$ cat config.mk
export PLATFORM = sky130hd
export DESIGN_NAME = brb_queue
export DESIGN_NICKNAME = d
export VERILOG_FILES = /design/src/hw/rtl/brb_pkg.sv /design/src/hw/rtl/brb_queue.sv
export SDC_FILE = /design/constraint.sdc
export NUM_CORES = 1
export LEC_CHECK = 0
export ABC_CLOCK_PERIOD_IN_PS = 2100
export BUFFER_PORTS_ARGS = -buffer_cell sky130_fd_sc_hd__buf_2
export CAP_MARGIN = 20
export CORE_MARGIN = 2
export CORE_UTILIZATION = 50
export CTS_CLUSTER_DIAMETER = 150
export DETAILED_ROUTE_END_ITERATION = 16
export GPL_TIMING_DRIVEN = 0
export PLACE_DENSITY_LB_ADDON = 0.08
export SYNTH_ARGS = -nofsm -noshare
export SYNTH_HDL_FRONTEND = slang
export SYNTH_SLANG_ARGS = --single-unit
$ cat constraint.sdc
create_clock -name clock -period 2.1 [get_ports clock]
set_input_delay 0.315 -clock clock [delete_from_list [all_inputs] [get_ports clock]]
set_output_delay 0.315 -clock clock [all_outputs]
set_load 0.02 [all_outputs]
$ cat src/hw/rtl/brb_pkg.sv
// ----------------------------------------------------------------------------
// brb_pkg
// shared types, constants and helper functions of the byte ring buffer
// ----------------------------------------------------------------------------
package brb_pkg;

   // storage geometry
   localparam int SLOTS        = 1024;
   localparam int MAX_READ_RUN = 64;
   localparam int IDX_W        = $clog2(SLOTS);
   localparam int LEN_W        = 10;
   localparam int CNT_OUT_W    = 10;
   localparam int CMP_W        = ((IDX_W > LEN_W) ? IDX_W : LEN_W) + 1;
   localparam int RUN_W        = $clog2(MAX_READ_RUN + 1);

   // command queue between front and back
   localparam int QUEUE_DEPTH  = 2;
   localparam int QPTR_W       = $clog2(QUEUE_DEPTH);
   localparam int QCNT_W       = $clog2(QUEUE_DEPTH + 1);

   typedef enum logic [1:0] {
      ACT_PUT     = 2'd0,
      ACT_GET     = 2'd1,
      ACT_PEEK    = 2'd2,
      ACT_DISCARD = 2'd3
   } action_type;

   typedef enum logic [1:0] {
      ST_OK      = 2'd0,
      ST_NODATA  = 2'd1,
      ST_NOSPACE = 2'd2,
      ST_TOOLONG = 2'd3
   } status_type;

   typedef enum logic [2:0] {
      CMD_PUT,
      CMD_GET,
      CMD_PEEK,
      CMD_DISCARD,
      CMD_TOOLONG
   } cmd_op_type;

   typedef struct packed {
      cmd_op_type       op;
      logic [7:0]       data;
      logic             last;
      logic [LEN_W-1:0] length;
      logic             len_zero;
   } cmd_type;

   typedef struct packed {
      logic full;
      logic empty;
   } q_status_type;

   typedef enum logic {
      BK_IDLE,
      BK_RUN
   } back_state_type;

   // index add modulo the slot count
   function automatic logic [IDX_W-1:0] slot_add(input logic [IDX_W-1:0] a,
                                                 input logic [IDX_W-1:0] b);
      logic [IDX_W:0] s;
      s = {1'b0, a} + {1'b0, b};
      if (s >= (IDX_W+1)'(SLOTS)) begin
         s = s - (IDX_W+1)'(SLOTS);
      end
      return s[IDX_W-1:0];
   endfunction

   // distance from read index to write index modulo the slot count
   function automatic logic [IDX_W-1:0] slot_dist(input logic [IDX_W-1:0] wi,
                                                  input logic [IDX_W-1:0] ri);
      logic [IDX_W:0] d;
      if (wi >= ri) begin
         d = {1'b0, wi} - {1'b0, ri};
      end else begin
         d = {1'b0, wi} + (IDX_W+1)'(SLOTS) - {1'b0, ri};
      end
      return d[IDX_W-1:0];
   endfunction

   // length field to index width
   function automatic logic [IDX_W-1:0] to_idx(input logic [LEN_W-1:0] l);
      logic [31:0] t;
      t = 32'(l);
      return t[IDX_W-1:0];
   endfunction

   // count to the output field width
   function automatic logic [CNT_OUT_W-1:0] to_cnt_out(input logic [IDX_W-1:0] x);
      logic [31:0] t;
      t = 32'(x);
      return t[CNT_OUT_W-1:0];
   endfunction

endpackage

$ cat src/hw/rtl/brb_queue.sv
// ----------------------------------------------------------------------------
// brb_queue
// short command queue that decouples the front from the back
// ----------------------------------------------------------------------------
module brb_queue import brb_pkg::*; (
   input  logic         clock,
   input  logic         reset,
   input  logic         push,
   input  cmd_type      push_cmd,
   input  logic         pop,
   output cmd_type      head_cmd,
   output q_status_type status
);

   cmd_type           entry_ff [QUEUE_DEPTH];
   logic [QPTR_W-1:0] wr_ptr_ff, wr_ptr_in;
   logic [QPTR_W-1:0] rd_ptr_ff, rd_ptr_in;
   logic [QCNT_W-1:0] count_ff, count_in;

   assign head_cmd     = entry_ff[rd_ptr_ff];
   assign status.full  = (count_ff == QCNT_W'(QUEUE_DEPTH));
   assign status.empty = (count_ff == '0);

   // pointer and fill count update
   always_comb begin
      wr_ptr_in = wr_ptr_ff;
      rd_ptr_in = rd_ptr_ff;
      count_in  = count_ff;
      if (push) begin
         wr_ptr_in = (wr_ptr_ff == QPTR_W'(QUEUE_DEPTH - 1)) ? '0 : wr_ptr_ff + 1'b1;
      end
      if (pop) begin
         rd_ptr_in = (rd_ptr_ff == QPTR_W'(QUEUE_DEPTH - 1)) ? '0 : rd_ptr_ff + 1'b1;
      end
      if (push && !pop) begin
         count_in = count_ff + 1'b1;
      end else if (pop && !push) begin
         count_in = count_ff - 1'b1;
      end
   end

   always_ff @(posedge clock) begin
      if (reset) begin
         wr_ptr_ff <= '0;
         rd_ptr_ff <= '0;
         count_ff  <= '0;
      end else begin
         wr_ptr_ff <= wr_ptr_in;
         rd_ptr_ff <= rd_ptr_in;
         count_ff  <= count_in;
      end
   end

   // entry storage
   always_ff @(posedge clock) begin
      if (push) begin
         entry_ff[wr_ptr_ff] <= push_cmd;
      end
   end

endmodule

==> results.ini <==
[setup_path]
timing.rr.end=entry_ff[0][13]
cp_cell_sequence=buf_4 > mux2_2 > buf_2
cp_top_family=flip-flops
critical_path_class=reg2out
crit_path_end_kind=primary output
reg2reg_depth=2
crit_path_max_incr_delay_ns=0.44
cp.arrival_ns=1.48
regToRegSetupSlack_ns=0.69
crit_path_top_delay_cell=dfxtp_1
required_ns=1.78
setup.worst_path.start_class=register
cp.buffers_inverters=2
worstReg2RegStart=wr_ptr_ff
cp_max_fo=10

[cells_and_area]
synthToLayoutAreaGrowth_pct=24.45
layout.nets=181
drive_above_1_share_pct=56.49
antenna_cells=0
final_common_cell=buf_2
final_cell_mix=51 x buf_2, 46 x edfxtp_1, 23 x mux2_2
final_area_mm2=0.002318

[yosys]
netlist_area_mm2=0.001863
syn_avg_cell_area_um2=20.03
synth-seq-cells=51
synth_nets=121
syn_inst=93
ys_warn_count=0
seq_area_frac_synth_pct=79.52
ys_types=15

[power_and_ir_drop]
clkPwrFrac_pct=29.9
power.density_mw_per_mm2=923.9
p_switching_uw=483.9
power.share.switching_pct=22.59
p_int_mw=1.658
p_comb_share_pct=14.1
p_leak_nw=0.8947
p_seq_share_pct=56.0
peakVddDrop_uv=635.8

[hold_path]
holdPathEnd=entry_ff[0][22]
hold_depth=1
min-delay-start=push_cmd[22]
min_path_type=in2reg

[route]
vias=959
wl_per_cell_um=13.53
drt_first_pass_iters=3
ant_nets=0
post-route-drc-count=0
wl_um=2734
drtIter0Drc=25
vias_per_cell=4.748

[place]
gp_congestion=0.6147
hpwl_um=1904
post-place-ws_ns=0.3730
port_buffers=51
placed_area_mm2=0.002196

[cts]
cts_resized=0
htree_levels=2
clock_latency_ns=0.29
cts_tree=yes
cts_max_path_buffers=2
hold_buffers=0
cts.clk_slew.worst_paths_ns=0.08
cts.sink_count=51
numCtsBuffers=5
cts_root_buffer=clkbuf_8
cts_setup_buffers=0

[grt]
antenna_found_initial=0
grt_pass1_vias=993
track_usage_pct=14.20
grt_start_max_net_pins=24
grt_pass1_wl_um=4353
gr-total-overflow=0

[floorplanning]
die_x_um=65.04
ios=52
initial_utilization_pct=51.27
fp-row-count=22
coreArea_mm2=0.003633
die_h_um=65.04
dieArea_mm2=0.004230

[timing]
timing.final.crit_share_pct=85.41
grt_setup_unrepaired=false
skew_ns=0.006249
hold_violations=0
worst_slack_ns=0.3064
max_freq_mhz=557.5
slew_headroom_pct=55.86
period_minus_slack_ns=1.794
drv_slew=0
tns_ns=0
holdWs_ns=0.2020
tightest_slew_ns=0.6592
finalSetupViolCount=0

[run]
cap_violations=0

[status]
status=finished, final reports clean

## worst max-delay path by stage
stage                        start              end  cells after the start
after detailed placement      push  entry_ff[1][15]                      2
final                     register     head_cmd[20]                      3
after global placement        push  entry_ff[0][15]                      2
after global routing      register     head_cmd[20]                      3
after CTS                 register     head_cmd[20]                      3
after floorplan               push   entry_ff[0][0]                      1
## routing by layer
layer	wire, um	up-vias	GRT usage (%)
met3	185	5	4.340
met4	40	0	6.250
met2	1393	35	25.52
met5	0	-	0
met1	1114	447	15.36
li1	-	472	-
## cells in the mapped netlist
library cell | instances | area, um^2
edfxtp_1 | 46 | 1381
mux2_2 | 23 | 259.0
dfxtp_1 | 5 | 100.1
nor2_1 | 5 | 18.77
buf_4 | 2 | 15.01
xnor2_1 | 2 | 17.52
xor2_1 | 2 | 17.52
a21oi_1 | 1 | 5.000
and2_1 | 1 | 6.260
and2b_2 | 1 | 8.760
ha_1 | 1 | 12.51
inv_1 | 1 | 3.750
nor2b_1 | 1 | 6.260
o21ai_0 | 1 | 5.000
or3_1 | 1 | 6.260
## registers in the layout, indices dropped and copies added, names as in the netlist, named ones only
name,flops
rd_ptr_ff,1
entry_ff,46
count_ff,2
wr_ptr_ff,1
## power by group through the flow
stage	Sequential, mW	Clock, mW	Combinational, mW
6_report	1.20	0.640	0.302
3_5_place_dp	1.23	0	0.302
5_1_grt	1.21	0.689	0.327
2_1_floorplan	1.22	0	0.195
4_1_cts	1.20	0.658	0.304
3_3_place_gp	1.22	0	0.290
## logic make-up (layout without fill, tap and decap cells)
kind of cell | after synthesis | after routing | share of synthesized area (%)
buffers and inverters | 3 | 64 | 1.007
muxes | 23 | 23 | 13.90
AOI/OAI and AO/OA | 2 | 2 | 0.5368
xor gates and xnor gates | 4 | 4 | 1.881
DFF | 51 | 51 | 79.52
adders and majority gates | 1 | 1 | 0.6715
and+or+nand+nor | 9 | 9 | 2.486
## stage by stage
stage / cells / power (mW) / util [%]
after floorplan: 93 / 1.413 / -
after global placement: 192 / 1.512 / 59.95
after detailed placement: 193 / 1.528 / 60.43
after CTS: 201 / 2.164 / 63.40
after global routing: 202 / 2.224 / 63.81
final: 202 / 2.142 / 63.81
## area by class of cell
class	instances	area, um^2
repair buffers	53	285.3
clock buffers	5	68.82
clock inverters	3	38.79
flip-flops and latches	51	1481
plain buffers	2	15.01
fillers	300	1315
multi-input cells	39	365.4
well taps	48	60.06
inverters	1	3.754
Note: power is estimated with default switching activity, not from simulation.
