$ cat config.mk
export PLATFORM = sky130hd
export DESIGN_NAME = brb_front
export DESIGN_NICKNAME = d
export VERILOG_FILES = /design/src/hw/rtl/brb_pkg.sv /design/src/hw/rtl/brb_front.sv
export SDC_FILE = /design/constraint.sdc
export NUM_CORES = 1
export LEC_CHECK = 0
export BUFFER_PORTS_ARGS = -buffer_cell sky130_fd_sc_hd__buf_2
export CAP_MARGIN = 20
export CORE_AREA = 4 4 41 43
export DETAILED_ROUTE_END_ITERATION = 7
export DIE_AREA = 0 0 45 47
export GPL_TIMING_DRIVEN = 0
export PLACE_DENSITY = 0.63
export SLEW_MARGIN = 20
export SYNTH_ARGS = -nofsm -noshare
export SYNTH_HDL_FRONTEND = slang
export SYNTH_SLANG_ARGS = --single-unit
$ cat constraint.sdc
create_clock -name vclk -period 0.92
set_clock_uncertainty 0.1 [all_clocks]
set_input_delay 0.092 -clock vclk [all_inputs]
set_output_delay 0.092 -clock vclk [all_outputs]
set_load 0.01 [all_outputs]
$ cat src/hw/rtl/brb_pkg.sv
// ----------------------------------------------------------------------------
// brb_pkg
// shared types, constants and helper functions of the byte ring buffer
// ----------------------------------------------------------------------------
package brb_pkg;

   // storage geometry
   localparam int SLOTS        = 1024;
   localparam int MAX_READ_RUN = 64;
   localparam int IDX_W        = $clog2(SLOTS);
   localparam int LEN_W        = 10;
   localparam int CNT_OUT_W    = 10;
   localparam int CMP_W        = ((IDX_W > LEN_W) ? IDX_W : LEN_W) + 1;
   localparam int RUN_W        = $clog2(MAX_READ_RUN + 1);

   // command queue between front and back
   localparam int QUEUE_DEPTH  = 2;
   localparam int QPTR_W       = $clog2(QUEUE_DEPTH);
   localparam int QCNT_W       = $clog2(QUEUE_DEPTH + 1);

   typedef enum logic [1:0] {
      ACT_PUT     = 2'd0,
      ACT_GET     = 2'd1,
      ACT_PEEK    = 2'd2,
      ACT_DISCARD = 2'd3
   } action_type;

   typedef enum logic [1:0] {
      ST_OK      = 2'd0,
      ST_NODATA  = 2'd1,
      ST_NOSPACE = 2'd2,
      ST_TOOLONG = 2'd3
   } status_type;

   typedef enum logic [2:0] {
      CMD_PUT,
      CMD_GET,
      CMD_PEEK,
      CMD_DISCARD,
      CMD_TOOLONG
   } cmd_op_type;

   typedef struct packed {
      cmd_op_type       op;
      logic [7:0]       data;
      logic             last;
      logic [LEN_W-1:0] length;
      logic             len_zero;
   } cmd_type;

   typedef struct packed {
      logic full;
      logic empty;
   } q_status_type;

   typedef enum logic {
      BK_IDLE,
      BK_RUN
   } back_state_type;

   // index add modulo the slot count
   function automatic logic [IDX_W-1:0] slot_add(input logic [IDX_W-1:0] a,
                                                 input logic [IDX_W-1:0] b);
      logic [IDX_W:0] s;
      s = {1'b0, a} + {1'b0, b};
      if (s >= (IDX_W+1)'(SLOTS)) begin
         s = s - (IDX_W+1)'(SLOTS);
      end
      return s[IDX_W-1:0];
   endfunction

   // distance from read index to write index modulo the slot count
   function automatic logic [IDX_W-1:0] slot_dist(input logic [IDX_W-1:0] wi,
                                                  input logic [IDX_W-1:0] ri);
      logic [IDX_W:0] d;
      if (wi >= ri) begin
         d = {1'b0, wi} - {1'b0, ri};
      end else begin
         d = {1'b0, wi} + (IDX_W+1)'(SLOTS) - {1'b0, ri};
      end
      return d[IDX_W-1:0];
   endfunction

   // length field to index width
   function automatic logic [IDX_W-1:0] to_idx(input logic [LEN_W-1:0] l);
      logic [31:0] t;
      t = 32'(l);
      return t[IDX_W-1:0];
   endfunction

   // count to the output field width
   function automatic logic [CNT_OUT_W-1:0] to_cnt_out(input logic [IDX_W-1:0] x);
      logic [31:0] t;
      t = 32'(x);
      return t[CNT_OUT_W-1:0];
   endfunction

endpackage

$ cat src/hw/rtl/brb_front.sv
// ----------------------------------------------------------------------------
// brb_front
// accepts request transactions, decodes the action and flags runs that are
// too long before they enter the command queue
// ----------------------------------------------------------------------------
module brb_front import brb_pkg::*; (
   input  logic             reset,
   input  logic             req_valid,
   output logic             req_stall,
   input  logic [1:0]       req_action,
   input  logic [7:0]       req_data_byte,
   input  logic             req_last_byte,
   input  logic [LEN_W-1:0] req_length,
   input  q_status_type     q_status,
   output logic             q_push,
   output cmd_type          q_cmd
);

   logic too_long;

   // backpressure straight from the queue, held off during reset
   assign req_stall = q_status.full || reset;
   assign q_push    = req_valid && !req_stall;
   assign too_long  = req_length > LEN_W'(MAX_READ_RUN);

   // classify the transaction
   always_comb begin
      q_cmd.data     = req_data_byte;
      q_cmd.last     = req_last_byte;
      q_cmd.length   = req_length;
      q_cmd.len_zero = (req_length == '0);
      case (action_type'(req_action))
         ACT_PUT: begin
            q_cmd.op = CMD_PUT;
         end
         ACT_GET: begin
            q_cmd.op = too_long ? CMD_TOOLONG : CMD_GET;
         end
         ACT_PEEK: begin
            q_cmd.op = too_long ? CMD_TOOLONG : CMD_PEEK;
         end
         ACT_DISCARD: begin
            q_cmd.op = CMD_DISCARD;
         end
         default: begin
            q_cmd.op = CMD_DISCARD;
         end
      endcase
   end

endmodule

==> results of run 1 <==
-- layer usage --
layer	part of all wire (%)	global-route usage, %
met5	0	0
met1	36	8.54
met3	19	0.766
met2	45	14.4
met4	0	0
-- worst paths after layout --
kind	cells past startpoint	slack (ps)	to
worst max-delay path	5	-240	q_cmd[22]
worst min-delay path	2	270	q_cmd[18]
-- power by group --
part	leakage, nW	total, mW	switching [mW]	internal [mW]
clock network	0	0	0	0
registers	0	0	0	0
logic	0.315	0.242	0.0978	0.144
total	0.315	0.242	0.0978	0.144
-- metrics by stage --
step	setup TNS (ps)	area [um2]	power, mW
after global placement	-965	469	0.217
final	-721	528	0.242
after floorplan	-57.8	250	0.121
after global routing	-890	528	0.263
after detailed placement	-990	469	0.220
after CTS	-889	508	0.237
-- worst max-delay path, delay by kind of cell --
family	cells	cell delay, ps
compound gates	2	260
simple gates	1	390
buf+inv	2	220
-- synthesized netlist by cell type, drive strengths merged --
master,count,area share (%)
nor3,2,4.1
inv,3,4.6
or3,1,4.6
buf,19,58
a31oi,2,5.1
or2,1,2.6
xor2,1,3.6
nor2,2,3.1
nand2,1,1.5
nor4,1,2.6
o21ai,3,6.1
o21ba,1,4.1
-- cells by family after synthesis --
| family | after synthesis | share of synthesized area, % |
|---|---|---|
| xor gates and xnor gates | 1 | 3.57 |
| AOI/OAI and AO/OA | 6 | 15.3 |
| buffers and inverters | 22 | 62.8 |
| and+or+nand+nor | 8 | 18.4 |
-- final cells by class --
type	count	area [um2]	area share, %
repair buffers	41	236	44.8
plain buffers	19	143	27.0
multi-input cells	15	119	22.5
well taps	15	18.8	3.55
inverters	3	11.3	2.13
-- repair_timing --
| item | 4_1_cts | 5_1_grt |
|---|---|---|
| setup buffers | 1 | 0 |
| gates resized for setup | 5 | 4 |
| endpoints found under the setup margin | 4 | 4 |
| gates cloned | 0 | 0 |
| pin swaps | 5 | 5 |
-- cells in the final DEF, fill, tap and decap left out --
master / instances
inv_1: 3
nor4_4: 1
buf_6: 3
a31oi_1: 2
xor2_1: 1
buf_8: 1
o21ai_1: 1
nor3_2: 2
buf_2: 36
nor2_1: 2
o21ai_0: 2
nand2_2: 1
or2_2: 1
or3_4: 1
buf_4: 20
o21ba_1: 1
==> run metrics, run 1 <==
Max Slew Vio Count=0; Initial Util=18.8%; via count=382; number of antenna violations at the first check in global routing=0; # clk buffers=0; port bufs=40; Critical Path Start=req_length[7]; Placer Congestion=0.616; maximum capacitance violations=0; standard-cell rows=13; Peak VDD IR=0.178 mV; initial detailed-routing violation count=0; GRT Resource Usage Total=~7.2%; Cell Count, Final, Fillers Out=93; dpl hpwl=between 800 and 900 um; worst path cell trace=buf_6, or3_4, o21ai_1, o21ba_1, buf_2; largest net degree at the start of global routing=6; CP Launch Type=input port; Slew @ Worst Pin=around 200 ps; setup violators final=4; Hold Buf Count CTS=0; Warnings, synthesis=0; die area=approximately 0.0021 mm2; syn_nets=62; DR DRC count=0; Routed WL=between 800 and 900 um; maximum clock rate=861 MHz; PD cells=458 mW/mm2; Critical Path RT=between 700 and 800 ps; hold path startpoint=req_data_byte[6]; Mapped Cells=37; total gr overflow=0; vias in the first global route=357; vias per cell=approximately 4; diodes inserted=0; Core Area=around 0.0013 mm2; RSZ-0062 raised after global routing=yes; fin crit period=1160 ps; Final Hold Fails=0; failing checks=negative setup slack; final worst setup slack=-241 ps; CP endpoint kind=output pin; post-synthesis sequential area ratio=0%; Worst EP arrival=just under 1000 ps; status=finished with violations; register area=0 um2; first-pass GRT wire length=between 1 and 1.5 mm; CP max stage cell=or3_4; remaining antenna violation count=0; Die H=between 40 and 50 um; Area Overhead vs Synth=115%; # IOs=50; synthesized cell area=245 um2; Avg WL per Cell=~9.4 um; Fill cells=132; final core utilization=about two fifths; Crit Path Class=input port to output pin; sequential cell count=0; CP peak stage delay=390 ps; drt first pass iters=1; worst hold margin=~270 ps; Max FO, Critical Path=3; DP Cell Count=92; syn avg cell area=roughly 6.6 um2; net count reported at finish=approximately 110; DP Worst Slack=-273 ps; Yosys cell types=13; Slew headroom=between 80% and 90%; Leak=0.315 nW; Tightest Hold Check Type=input port to output pin; Die X-Extent=45 um; Final Cycle Share=126%; layout cells sized above 1=between 80% and 90%
Note: power is estimated with default switching activity, not from simulation.
==> inputs of run 2 (changes only) <==
==> constraint.sdc (replaced) <==
create_clock -name vclk -period 0.92
set_clock_uncertainty 0.1 [all_clocks]
set_input_delay 0.092 -clock vclk [all_inputs]
set_output_delay 0.092 -clock vclk [all_outputs]
set_load 0.005 [all_outputs]
==> run metrics, run 2 (same netlist as run 1, synthesis figures left out) <==
Max Slew Vio Count=0 (unchanged); first-pass GRT wire length=1.17 mm (-3.4%); Initial Util=18.8% (unchanged); setup violators final=4 (unchanged); number of antenna violations at the first check in global routing=0 (unchanged); Core Area=0.00130 mm2 (unchanged); Tightest Hold Check Type=input port to output pin; Worst EP arrival=950 ps (-20 ps); RSZ-0062 raised after global routing=yes; Avg WL per Cell=8.47 um (-9.9%); setup TNS=-624 ps (+97.5 ps); Max FO, Critical Path=3 (unchanged); # clk buffers=0 (unchanged); Hold Buf Count CTS=0 (unchanged); CP endpoint kind=output pin; Die X-Extent=45 um (unchanged); total power=217 uW (-10%); sequential cell count=0 (unchanged); Routed WL=788 um (-9.9%); Crit Path Class=input port to output pin; CP Launch Type=input port; Final Hold Fails=0 (unchanged); final worst setup slack=-220 ps (+21.3 ps); final instance area=520 um2 (-1.4%); commonest non-fill, non-tap cell in the layout=buf_2; Placer Congestion=0.620 (+0.60%); drt first pass iters=2 (+1); net count reported at finish=105 (unchanged); failing checks=negative setup slack; remaining antenna violation count=0 (unchanged); Critical Path RT=730 ps (about the same); port bufs=40 (unchanged); final core utilization=40.0% (-0.58 points); vias in the first global route=340 (-4.8%); # IOs=50 (unchanged); die area=0.00212 mm2 (unchanged); placed cell area=464 um2 (-1.1%); GRT Resource Usage Total=6.92% (-0.24 points); maximum capacitance violations=0 (unchanged); Area Overhead vs Synth=112%; DR DRC count=0 (unchanged); maximum clock rate=877 MHz (+1.9%); total gr overflow=0 (unchanged); dpl hpwl=708 um (-12%); most frequent cells in the layout=buf_2 (36), buf_4 (20), inv_1 (3), buf_6 (3); initial detailed-routing violation count=1 (+1); Leak=0.314 nW (-0.26%); PD cells=417 mW/mm2 (-8.9%); layout cells sized above 1=82.1% (-2.6 points); Die H=47 um (unchanged); register area=0 um2 (unchanged); Peak VDD IR=0.127 mV (-29%); diodes inserted=0 (unchanged); Final Cycle Share=124% (-2.3 points); largest net degree at the start of global routing=6 (unchanged); standard-cell rows=13 (unchanged); fin crit period=1140 ps (-21.3 ps); Slew headroom=86.2% (-0.28 points); worst hold margin=251 ps (-17.8 ps); via count=364 (-4.7%); status=finished with violations; Slew @ Worst Pin=206 ps (+4.13 ps); vias per cell=3.91 (-4.7%)
run 2: cell counts in the layout (fill, tap and decap cells not counted):
Identical to the previous run, type by type.
run 2: metrics by stage:
step / setup WS, ps / cells
6_report: -220 / 93
5_1_grt: -239 / 93
4_1_cts: -235 / 93
3_5_place_dp: -247 / 92
3_3_place_gp: -230 / 92
2_1_floorplan: 9.00 / 37
run 2: area by class of cell:
cell class / count / area [um2]
Timing Repair Buffer: 41 / 236
Buffer: 19 / 143
Inverter: 3 / 11.3
Tap cell: 15 / 18.8
Multi-Input combinational cell: 15 / 111
Fill cell: 147 / 781
run 2: routing by layer:
| metal | wire length, um | GRT usage (%) | vias up |
|---|---|---|---|
| met5 | 0 | 0 | - |
| met2 | 378 | 14.7 | 35 |
| met4 | 0 | 0 | 0 |
| met3 | 144 | 0 | 0 |
| li1 | - | - | 186 |
| met1 | 265 | 8.09 | 143 |
run 2: path summary, 6_finish.rpt:
path | from | endpoint | slack (ps) | cells after the start
worst max-delay path | req_length[7] | q_cmd[22] | -220 | 5
worst min-delay path | req_data_byte[0] | q_cmd[12] | 250 | 2
run 2: power by group:
group	switching [mW]	internal, mW
logic	0.0735	0.144
clock network	0	0
registers	0	0
total	0.0735	0.144
run 2: critical path, stage by stage:
cell,delay [ps]
buf_6,90
or3_4,380
o21ai_1,110
o21ba_1,140
buf_2,120
run 2: repair_timing:
item | CTS | global route
resized for setup | 7 | 2
setup buffers | 1 | 0
pin swaps | 6 | 6
endpoints found under the setup margin | 4 | 5
